<file path="src/hdl/efrg_pkg.sv">
// ============================================================================
// efrg_pkg
// shared widths, codes, beat types and control structs of the fade ramp engine
// ============================================================================
package efrg_pkg;

    // core sizing
    localparam int TIMER_BITS = 24;
    localparam int FRAC_BITS  = 16;

    // beat field widths
    localparam int CMD_W     = 3;
    localparam int ELAPSED_W = 16;
    localparam int LEN_W     = 24;
    localparam int CURVE_W   = 3;
    localparam int PROG_W    = FRAC_BITS + 1;
    localparam int PHASE_W   = 2;

    // derived datapath widths
    localparam int STEP_W   = $clog2(FRAC_BITS);
    localparam int PROD_W   = 2 * PROG_W;
    localparam int SCALED_W = PROD_W + 3;
    localparam int SUM_W    = ((TIMER_BITS > ELAPSED_W) ? TIMER_BITS : ELAPSED_W) + 1;
    localparam int CMP_W    = (LEN_W > TIMER_BITS) ? LEN_W : TIMER_BITS;

    localparam logic [PROG_W-1:0] ONE_Q  = PROG_W'(1) << FRAC_BITS;
    localparam logic [PROG_W-1:0] HALF_Q = PROG_W'(1) << (FRAC_BITS - 1);

    typedef enum logic [CMD_W-1:0] {
        CMD_TICK     = 3'd0,
        CMD_FADE_IN  = 3'd1,
        CMD_FADE_OUT = 3'd2,
        CMD_PAUSE    = 3'd3,
        CMD_RESUME   = 3'd4
    } cmd_t;

    typedef enum logic [PHASE_W-1:0] {
        PH_OPEN   = 2'd0,
        PH_IN     = 2'd1,
        PH_OUT    = 2'd2,
        PH_CLOSED = 2'd3
    } phase_t;

    typedef enum logic [CURVE_W-1:0] {
        CURVE_LINEAR      = 3'd0,
        CURVE_IN_QUAD     = 3'd1,
        CURVE_OUT_QUAD    = 3'd2,
        CURVE_INOUT_QUAD  = 3'd3,
        CURVE_IN_CUBIC    = 3'd4,
        CURVE_OUT_CUBIC   = 3'd5,
        CURVE_INOUT_CUBIC = 3'd6
    } curve_t;

    typedef enum logic [2:0] {
        ST_IDLE,
        ST_DIV,
        ST_MUL_SQ,
        ST_MUL_CUBE,
        ST_FINISH,
        ST_WRITE
    } state_t;

    typedef struct packed {
        logic [CMD_W-1:0]     cmd;
        logic [ELAPSED_W-1:0] elapsed_ticks;
        logic [LEN_W-1:0]     fade_length;
        logic [CURVE_W-1:0]   curve_select;
    } in_beat_t;

    typedef struct packed {
        logic [PROG_W-1:0]  progress;
        logic [PHASE_W-1:0] fade_phase;
        logic               is_paused;
    } out_beat_t;

    // controller to datapath
    typedef struct packed {
        logic accept;
        logic div_step;
        logic mul_sq;
        logic mul_cube;
        logic finish;
        logic out_load;
    } dp_cmd_t;

    // datapath to controller
    typedef struct packed {
        logic tick_run;
        logic need_mul;
        logic need_cube;
    } dp_status_t;

    // zero length becomes one, too long saturates at the timer range
    function automatic logic [TIMER_BITS-1:0] sat_len(input logic [LEN_W-1:0] len);
        logic [CMP_W-1:0] wide;
        logic [CMP_W-1:0] lim;
        wide = CMP_W'(len);
        lim  = CMP_W'({TIMER_BITS{1'b1}});
        if (wide == '0) begin
            wide = CMP_W'(1);
        end else if (wide > lim) begin
            wide = lim;
        end
        return wide[TIMER_BITS-1:0];
    endfunction

endpackage

</file>
<file path="src/hdl/efrg_ctrl.sv">
// ============================================================================
// efrg_ctrl
// sequencer: accept, divide steps, multiply steps, finish and result hand-off
// ============================================================================
module efrg_ctrl (
    input  logic                 aclk,
    input  logic                 aresetn,
    input  logic                 s_valid,
    output logic                 s_ready,
    output logic                 m_valid,
    input  logic                 m_ready,
    input  efrg_pkg::dp_status_t status,
    output efrg_pkg::dp_cmd_t    cmd
);
    import efrg_pkg::*;

    state_t            state_reg, state_next;
    logic [STEP_W-1:0] step_reg, step_next;
    logic              m_valid_reg, m_valid_next;

    always_ff @(posedge aclk) begin
        if (!aresetn) begin
            state_reg   <= ST_IDLE;
            step_reg    <= '0;
            m_valid_reg <= 1'b0;
        end else begin
            state_reg   <= state_next;
            step_reg    <= step_next;
            m_valid_reg <= m_valid_next;
        end
    end

    always_comb begin
        state_next   = state_reg;
        step_next    = step_reg;
        m_valid_next = m_valid_reg && !m_ready;
        s_ready      = 1'b0;
        cmd          = '0;
        unique case (state_reg)
            ST_IDLE: begin
                s_ready   = 1'b1;
                step_next = '0;
                if (s_valid) begin
                    cmd.accept = 1'b1;
                    state_next = status.tick_run ? ST_DIV : ST_WRITE;
                end
            end
            ST_DIV: begin
                cmd.div_step = 1'b1;
                step_next    = step_reg + STEP_W'(1);
                if (step_reg == STEP_W'(FRAC_BITS - 1)) begin
                    state_next = status.need_mul ? ST_MUL_SQ : ST_FINISH;
                end
            end
            ST_MUL_SQ: begin
                cmd.mul_sq = 1'b1;
                state_next = status.need_cube ? ST_MUL_CUBE : ST_FINISH;
            end
            ST_MUL_CUBE: begin
                cmd.mul_cube = 1'b1;
                state_next   = ST_FINISH;
            end
            ST_FINISH: begin
                cmd.finish = 1'b1;
                state_next = ST_WRITE;
            end
            ST_WRITE: begin
                if (!m_valid_reg || m_ready) begin
                    cmd.out_load = 1'b1;
                    m_valid_next = 1'b1;
                    state_next   = ST_IDLE;
                end
            end
            default: begin
                state_next = ST_IDLE;
            end
        endcase
    end

    assign m_valid = m_valid_reg;

endmodule

</file>
<file path="src/hdl/efrg_datapath.sv">
// ============================================================================
// efrg_datapath
// fade state, restoring divider for t, shared multiplier, easing and output
// ============================================================================
module efrg_datapath (
    input  logic                 aclk,
    input  logic                 aresetn,
    input  efrg_pkg::in_beat_t   s_beat,
    input  efrg_pkg::dp_cmd_t    cmd,
    output efrg_pkg::dp_status_t status,
    output efrg_pkg::out_beat_t  m_beat
);
    import efrg_pkg::*;

    // fade state
    phase_t                phase_reg;
    logic [TIMER_BITS-1:0] timer_reg;
    logic [TIMER_BITS-1:0] length_reg;
    logic [CURVE_W-1:0]    curve_reg;
    logic [PROG_W-1:0]     progress_reg;
    logic                  pause_reg;

    // working registers
    logic                  t_hi_reg;
    logic [FRAC_BITS-1:0]  q_lo_reg;
    logic [TIMER_BITS-1:0] rem_reg;
    logic [PROD_W-1:0]     prod_reg;
    out_beat_t             out_reg;

    logic [SUM_W-1:0]      timer_sum;
    logic [TIMER_BITS-1:0] timer_new;
    logic                  timer_full;
    logic                  fading;
    logic [TIMER_BITS:0]   rem_shift;
    logic [TIMER_BITS:0]   rem_sub;
    logic                  div_ge;
    logic [PROG_W-1:0]     t_q;
    logic                  t_low;
    logic                  mirror;
    logic                  need_mul;
    logic                  need_cube;
    logic [1:0]            shamt;
    logic [PROG_W-1:0]     ease_x;
    logic [PROD_W-1:0]     sq_sum;
    logic [PROG_W-1:0]     sq_val;
    logic [PROG_W-1:0]     mul_a;
    logic [PROD_W-1:0]     mul_p;
    logic [SCALED_W-1:0]   scaled;
    logic [PROG_W-1:0]     s_val;
    logic [PROG_W-1:0]     eased;

    // timer add, saturating at the fade length
    assign timer_sum  = SUM_W'(timer_reg) + SUM_W'(s_beat.elapsed_ticks);
    assign timer_full = timer_sum >= SUM_W'(length_reg);
    assign timer_new  = timer_full ? length_reg : timer_sum[TIMER_BITS-1:0];
    assign fading     = (phase_reg == PH_IN) || (phase_reg == PH_OUT);

    // one restoring step per cycle
    assign rem_shift = {rem_reg, 1'b0};
    assign div_ge    = rem_shift >= {1'b0, length_reg};
    assign rem_sub   = rem_shift - {1'b0, length_reg};

    assign t_q   = {t_hi_reg, q_lo_reg};
    assign t_low = !t_hi_reg && !q_lo_reg[FRAC_BITS-1];

    always_comb begin
        mirror    = 1'b0;
        need_mul  = 1'b1;
        need_cube = 1'b0;
        shamt     = 2'd0;
        unique case (curve_reg)
            CURVE_IN_QUAD: begin
            end
            CURVE_OUT_QUAD: begin
                mirror = 1'b1;
            end
            CURVE_INOUT_QUAD: begin
                mirror = !t_low;
                shamt  = 2'd1;
            end
            CURVE_IN_CUBIC: begin
                need_cube = 1'b1;
            end
            CURVE_OUT_CUBIC: begin
                mirror    = 1'b1;
                need_cube = 1'b1;
            end
            CURVE_INOUT_CUBIC: begin
                mirror    = !t_low;
                need_cube = 1'b1;
                shamt     = 2'd2;
            end
            default: begin
                need_mul = 1'b0;
            end
        endcase
    end

    // mirrored curves work on u = one - t
    assign ease_x = mirror ? (ONE_Q - t_q) : t_q;
    assign sq_sum = prod_reg + PROD_W'(HALF_Q);
    assign sq_val = sq_sum[FRAC_BITS +: PROG_W];
    assign mul_a  = cmd.mul_cube ? sq_val : ease_x;
    assign mul_p  = mul_a * ease_x;

    assign scaled = (SCALED_W'(prod_reg) << shamt) + SCALED_W'(HALF_Q);
    assign s_val  = scaled[FRAC_BITS +: PROG_W];
    assign eased  = !need_mul ? t_q : (mirror ? (ONE_Q - s_val) : s_val);

    assign status.tick_run  = (s_beat.cmd == CMD_TICK) && fading && !pause_reg;
    assign status.need_mul  = need_mul;
    assign status.need_cube = need_cube;

    always_ff @(posedge aclk) begin
        if (!aresetn) begin
            phase_reg    <= PH_OPEN;
            timer_reg    <= '0;
            length_reg   <= TIMER_BITS'(1);
            curve_reg    <= CURVE_LINEAR;
            progress_reg <= ONE_Q;
            pause_reg    <= 1'b0;
        end else begin
            if (cmd.accept) begin
                unique case (s_beat.cmd)
                    CMD_TICK: begin
                        if (status.tick_run) begin
                            timer_reg <= timer_new;
                        end
                    end
                    CMD_FADE_IN: begin
                        phase_reg    <= PH_IN;
                        progress_reg <= '0;
                        timer_reg    <= '0;
                        length_reg   <= sat_len(s_beat.fade_length);
                        curve_reg    <= s_beat.curve_select;
                    end
                    CMD_FADE_OUT: begin
                        phase_reg    <= PH_OUT;
                        progress_reg <= ONE_Q;
                        timer_reg    <= '0;
                        length_reg   <= sat_len(s_beat.fade_length);
                        curve_reg    <= s_beat.curve_select;
                    end
                    CMD_PAUSE: begin
                        pause_reg <= 1'b1;
                    end
                    CMD_RESUME: begin
                        pause_reg <= 1'b0;
                    end
                    default: begin
                    end
                endcase
            end
            if (cmd.finish) begin
                if (phase_reg == PH_OUT) begin
                    if (t_hi_reg) begin
                        phase_reg    <= PH_CLOSED;
                        progress_reg <= '0;
                    end else begin
                        progress_reg <= ONE_Q - eased;
                    end
                end else begin
                    if (t_hi_reg) begin
                        phase_reg    <= PH_OPEN;
                        progress_reg <= ONE_Q;
                    end else begin
                        progress_reg <= eased;
                    end
                end
            end
        end
    end

    // divider, multiplier and output registers
    always_ff @(posedge aclk) begin
        if (cmd.accept) begin
            // timer never passes the length, so the integer bit is timer == length
            t_hi_reg <= (timer_new == length_reg);
            q_lo_reg <= '0;
            rem_reg  <= (timer_new == length_reg) ? '0 : timer_new;
        end else if (cmd.div_step) begin
            q_lo_reg <= {q_lo_reg[FRAC_BITS-2:0], div_ge};
            rem_reg  <= div_ge ? rem_sub[TIMER_BITS-1:0] : rem_shift[TIMER_BITS-1:0];
        end
        if (cmd.mul_sq || cmd.mul_cube) begin
            prod_reg <= mul_p;
        end
        if (cmd.out_load) begin
            out_reg.progress   <= progress_reg;
            out_reg.fade_phase <= phase_reg;
            out_reg.is_paused  <= pause_reg;
        end
    end

    assign m_beat = out_reg;

endmodule

</file>
<file path="src/hdl/eased_fade_ramp_generator.sv">
// ============================================================================
// eased_fade_ramp_generator
// fade ramp engine: timed fade in / fade out with linear, quadratic and cubic
// easing, progress reported in Q1.16 after every command beat
// ============================================================================
//
// channel   | dir | handshake          | beat
// ----------+-----+--------------------+------------------------------------
// s_        | in  | s_valid / s_ready  | cmd, elapsed_ticks, fade_length,
//           |     |                    | curve_select
// m_        | out | m_valid / m_ready  | progress, fade_phase, is_paused
//
// - start, pause, resume, unused codes and ignored ticks go from accept to write
// - a counting tick runs accept, one divide step per quotient bit of the
//   restoring divider (FRAC_BITS), 0 to 2 passes through the shared
//   17x17 multiplier for the easing curve, then finish and write
// - one beat is in flight at a time; s_ready is high only while idle
// - the output register holds a result until taken, so the next beat can be
//   accepted and worked on meanwhile; only the write-back waits on m_ready
// - aresetn (synchronous, active low) gives open idle, fully open progress,
//   linear curve, length one, not paused and no result pending
//
module eased_fade_ramp_generator (
    input  logic                aclk,
    input  logic                aresetn,
    input  logic                s_valid,
    output logic                s_ready,
    input  efrg_pkg::in_beat_t  s_beat,
    output logic                m_valid,
    input  logic                m_ready,
    output efrg_pkg::out_beat_t m_beat
);
    import efrg_pkg::*;

    dp_cmd_t    dp_cmd;
    dp_status_t dp_status;

    // sequencer: owns the handshakes and the step count of the divider
    efrg_ctrl u_ctrl (
        .aclk    (aclk),
        .aresetn (aresetn),
        .s_valid (s_valid),
        .s_ready (s_ready),
        .m_valid (m_valid),
        .m_ready (m_ready),
        .status  (dp_status),
        .cmd     (dp_cmd)
    );

    // fade state, divider, multiplier and output register
    efrg_datapath u_datapath (
        .aclk    (aclk),
        .aresetn (aresetn),
        .s_beat  (s_beat),
        .cmd     (dp_cmd),
        .status  (dp_status),
        .m_beat  (m_beat)
    );

    // an accepted beat always keeps the engine busy in the cycle after the accept
    assert property (@(posedge aclk) disable iff (!aresetn)
        (s_valid && s_ready) |=> !s_ready)
        else $error("input accepted on back-to-back cycles");

    // progress never exceeds fully open
    assert property (@(posedge aclk) disable iff (!aresetn)
        m_valid |-> (m_beat.progress <= ONE_Q))
        else $error("progress above one");

    // settled phases report their end value
    assert property (@(posedge aclk) disable iff (!aresetn)
        (m_valid && (m_beat.fade_phase == PH_CLOSED)) |-> (m_beat.progress == '0))
        else $error("closed phase with nonzero progress");

    assert property (@(posedge aclk) disable iff (!aresetn)
        (m_valid && (m_beat.fade_phase == PH_OPEN)) |-> (m_beat.progress == ONE_Q))
        else $error("open phase without full progress");

endmodule

</file>
<file path="config.mk">
export PLATFORM = sky130hd
export DESIGN_NAME = eased_fade_ramp_generator
export DESIGN_NICKNAME = d
export VERILOG_FILES = /design/src/hdl/efrg_pkg.sv /design/src/hdl/efrg_ctrl.sv /design/src/hdl/efrg_datapath.sv /design/src/hdl/eased_fade_ramp_generator.sv
export SDC_FILE = /design/constraint.sdc
export NUM_CORES = 1
export LEC_CHECK = 0
export BUFFER_PORTS_ARGS = -buffer_cell sky130_fd_sc_hd__buf_2
export CAP_MARGIN = 5
export CORE_MARGIN = 10
export CORE_UTILIZATION = 35
export CTS_BUF_LIST = sky130_fd_sc_hd__clkbuf_2
export DETAILED_ROUTE_END_ITERATION = 16
export PLACE_DENSITY = 0.59
export SYNTH_ARGS = -nofsm -noshare
export SYNTH_HDL_FRONTEND = slang
export SYNTH_SLANG_ARGS = --single-unit
</file>
<file path="constraint.sdc">
create_clock -name aclk -period 11 [get_ports aclk]
set_clock_uncertainty 0.1 [all_clocks]
set_input_delay 2.2 -clock aclk [delete_from_list [all_inputs] [get_ports aclk]]
set_output_delay 2.2 -clock aclk [all_outputs]
set_load 0.1 [all_outputs]
</file>
==> flow_summary.ini <==
[logic_synthesis]
synth_cells = 2615
yosys_warnings = 0
synth_flop_cell = dfxtp_1
synthesis.nets = 3061
sequential_area_share_after_synthesis = 0.180
synthDominantCellAreaShare = 0.208
synth-edff-count = 65
yosysMostFrequentCell = nand2_1
yosys_register_bits = 160
post_synth_instance_area_um2 = 21500
synth_cell_type_count = 95
synth_async_sr_flop_share = 0
synth_common_cells = nand2_1 (337), inv_1 (333), nor2_1 (263)
syn_avg_cell_area_um2 = 8.20
synth.largest_area_cell = fa_1
main_area_contributors_after_synthesis = fa_1 (21%), ha_1 (10%), edfxtp_1 (9.1%)

[final_layout]
stdcell_count = 3421
area_delta_synth_final_pct = 6.68
drive_above_1_share = 0.0755
fillers = 6104
final_net_count = 3069

[power_and_ir_drop]
power_density_nw_per_um2 = 110
ir_drop_uv = 80.2
post-layout-total-power_w = 0.00253
static-leakage-power_nw = 10.0

[sta]
finalHoldViolCount = 0
setup_viol = 0
worst-slew-pin-transition_ns = 1.21
slew-limit-headroom = 0.171
fmax_mhz = 104
finalMaxSlewViolations = 0
grt_setup_unrepaired = false
timing.final.crit_share = 0.878
final.setup.worst_slack_ns = 1.34
fin_tns_setup_ns = 0
final_period_minus_worst_setup_slack_ns = 9.66

[global_routing]
grt_pass1_vias = 19100
grt_start_max_net_pins = 51
grt_overflow = 0
grt_pass1_wl_um = 106000
antenna_found_initial = 2
grt_usage = 0.187

[drt]
via_count = 18600
detail_route.drc_violations = 0
totalWireLength_um = 65500
detail_route.iter0.violations = 1488
final_antenna_net_count = 0
wl_per_cell_um = 19.1
vias_per_cell = 5.44
drt_pre_antenna_iters = 6

[placed_design]
placement.setup.worst_slack_ns = 1.35
gpl_congestion = 0.981
post_place_cells = 3386
place_hpwl_um = 52700
place.port_buffers = 71

[floorplanning]
design.die.area_um2 = 71600
floorplan.initialDensity = 0.355
fp-row-count = 90
boundaryPins = 72
coreArea_um2 = 60500
die_y_um = 268
dieWidth_um = 268

[worst_setup_path]
crit_fanout = 18
critPathMaxStageDelay_ns = 0.88
crit_slowest_cell = dfxtp_1
timing_worst_setup_path_type = reg2reg
critPathRequiredTime_ns = 11.78
worst_setup_path_end_kind = flip-flop
startpoint_type = flip-flop
cp_data_arrival_time_ns = 10.44
critPathMostFrequentCell = fa_1

[cts]
post_cts_hold_buffers = 0
cts.sinks = 160
cts_buffer_depth = 2
tritoncts_clock_tree = yes
clock_root_buffer_master = clkbuf_2
post-cts-setup-buffers = 0
ctsHtreeMaxLevel = 4
clock_latency_on_the_worst_skew_pair_ns = 1.12
cts_resized = 0
tritoncts.num_buffers = 17
clk_pin_slew_ns = 0.35

[hold_path]
hp-class = reg2reg

[status]
status = completed

[run]
max_cap_violations = 0
[cells in the final DEF (no fill, tap or decap), types with 75 or more instances in the layout]
cell type and instances:
nand2_1 337, dfxtp_1 95, ha_1 173, o21ai_0 83
xnor2_1 99, nor2_1 262, a21oi_1 137, nand3_1 75
fa_1 223, inv_1 332
[kinds of logic after synthesis]
kind of cell,count (synthesis),synth area share
flops,160,0.180
compound gates,504,0.155
buf+inv,465,0.0846
simple gates,903,0.193
fa+ha+maj,397,0.309
xor+xnor,147,0.0600
mux,39,0.0187
[power breakdown]
part	internal (W)	leakage, nW	switching, W
sequential	0.000718	1.39	0.0000624
combinational	0.000516	8.46	0.000831
clock	0.0000876	0.164	0.000311
[metal layers]
metal / global-route usage / up-vias / part of all wire / routed length, um
li1: - / 8782 / - / -
met1: 0.241 / 9130 / 0.44 / 28500
met2: 0.308 / 564 / 0.47 / 30800
met3: 0.0267 / 122 / 0.057 / 3710
met4: 0.0783 / 0 / 0.038 / 2480
met5: 0 / - / 0 / 0
[through the flow]
| stage | area [um^2] | hold slack (ns) | util |
|---|---|---|---|
| final | 22900 | 0.385 | 0.379 |
| after global routing | 22900 | 0.397 | 0.379 |
| after CTS | 22900 | 0.379 | 0.378 |
| after detailed placement | 22600 | 0.329 | 0.374 |
| after global placement | 22600 | 0.333 | 0.374 |
| after floorplan | 21500 | 0.307 | - |
[worst max-delay path: cells and delay by family (launching register included)]
family                   cells  cell delay (ns)
AND/OR/NAND/NOR              4             0.44
AO/OA/AOI/OAI               12             3.33
buffers and inverters        5             0.52
adder cells (fa/ha/maj)      8             3.81
flip-flops                   1             0.88
XOR/XNOR                     2             0.40
[worst paths after layout]
path | from | end | slack [ns] | cells past startpoint
max | u_datapath.q_lo_reg[0] | u_datapath.prod_reg[32] | 1.34 | 31
min | u_datapath.progress_reg[11] | u_datapath.m_beat[14] | 0.39 | 0
max reg2reg | u_datapath.q_lo_reg[0] | u_datapath.prod_reg[32] | 1.34 | 31
min reg2reg | u_datapath.progress_reg[11] | u_datapath.m_beat[14] | 0.39 | 0
[cell type report]
| class | instances | area, um^2 | share of cell area |
|---|---|---|---|
| antenna | 3 | 7.51 | 0.000328 |
| clock buffer | 17 | 85.1 | 0.00372 |
| clock inverter | 15 | 201 | 0.00880 |
| sequential | 160 | 3850 | 0.168 |
| tap | 782 | 978 | 0.0427 |
| inverter | 336 | 1260 | 0.0551 |
| multi-input combinational | 1990 | 15800 | 0.690 |
| timing repair buffer | 118 | 708 | 0.0309 |
(Power assumes the default switching activity.)
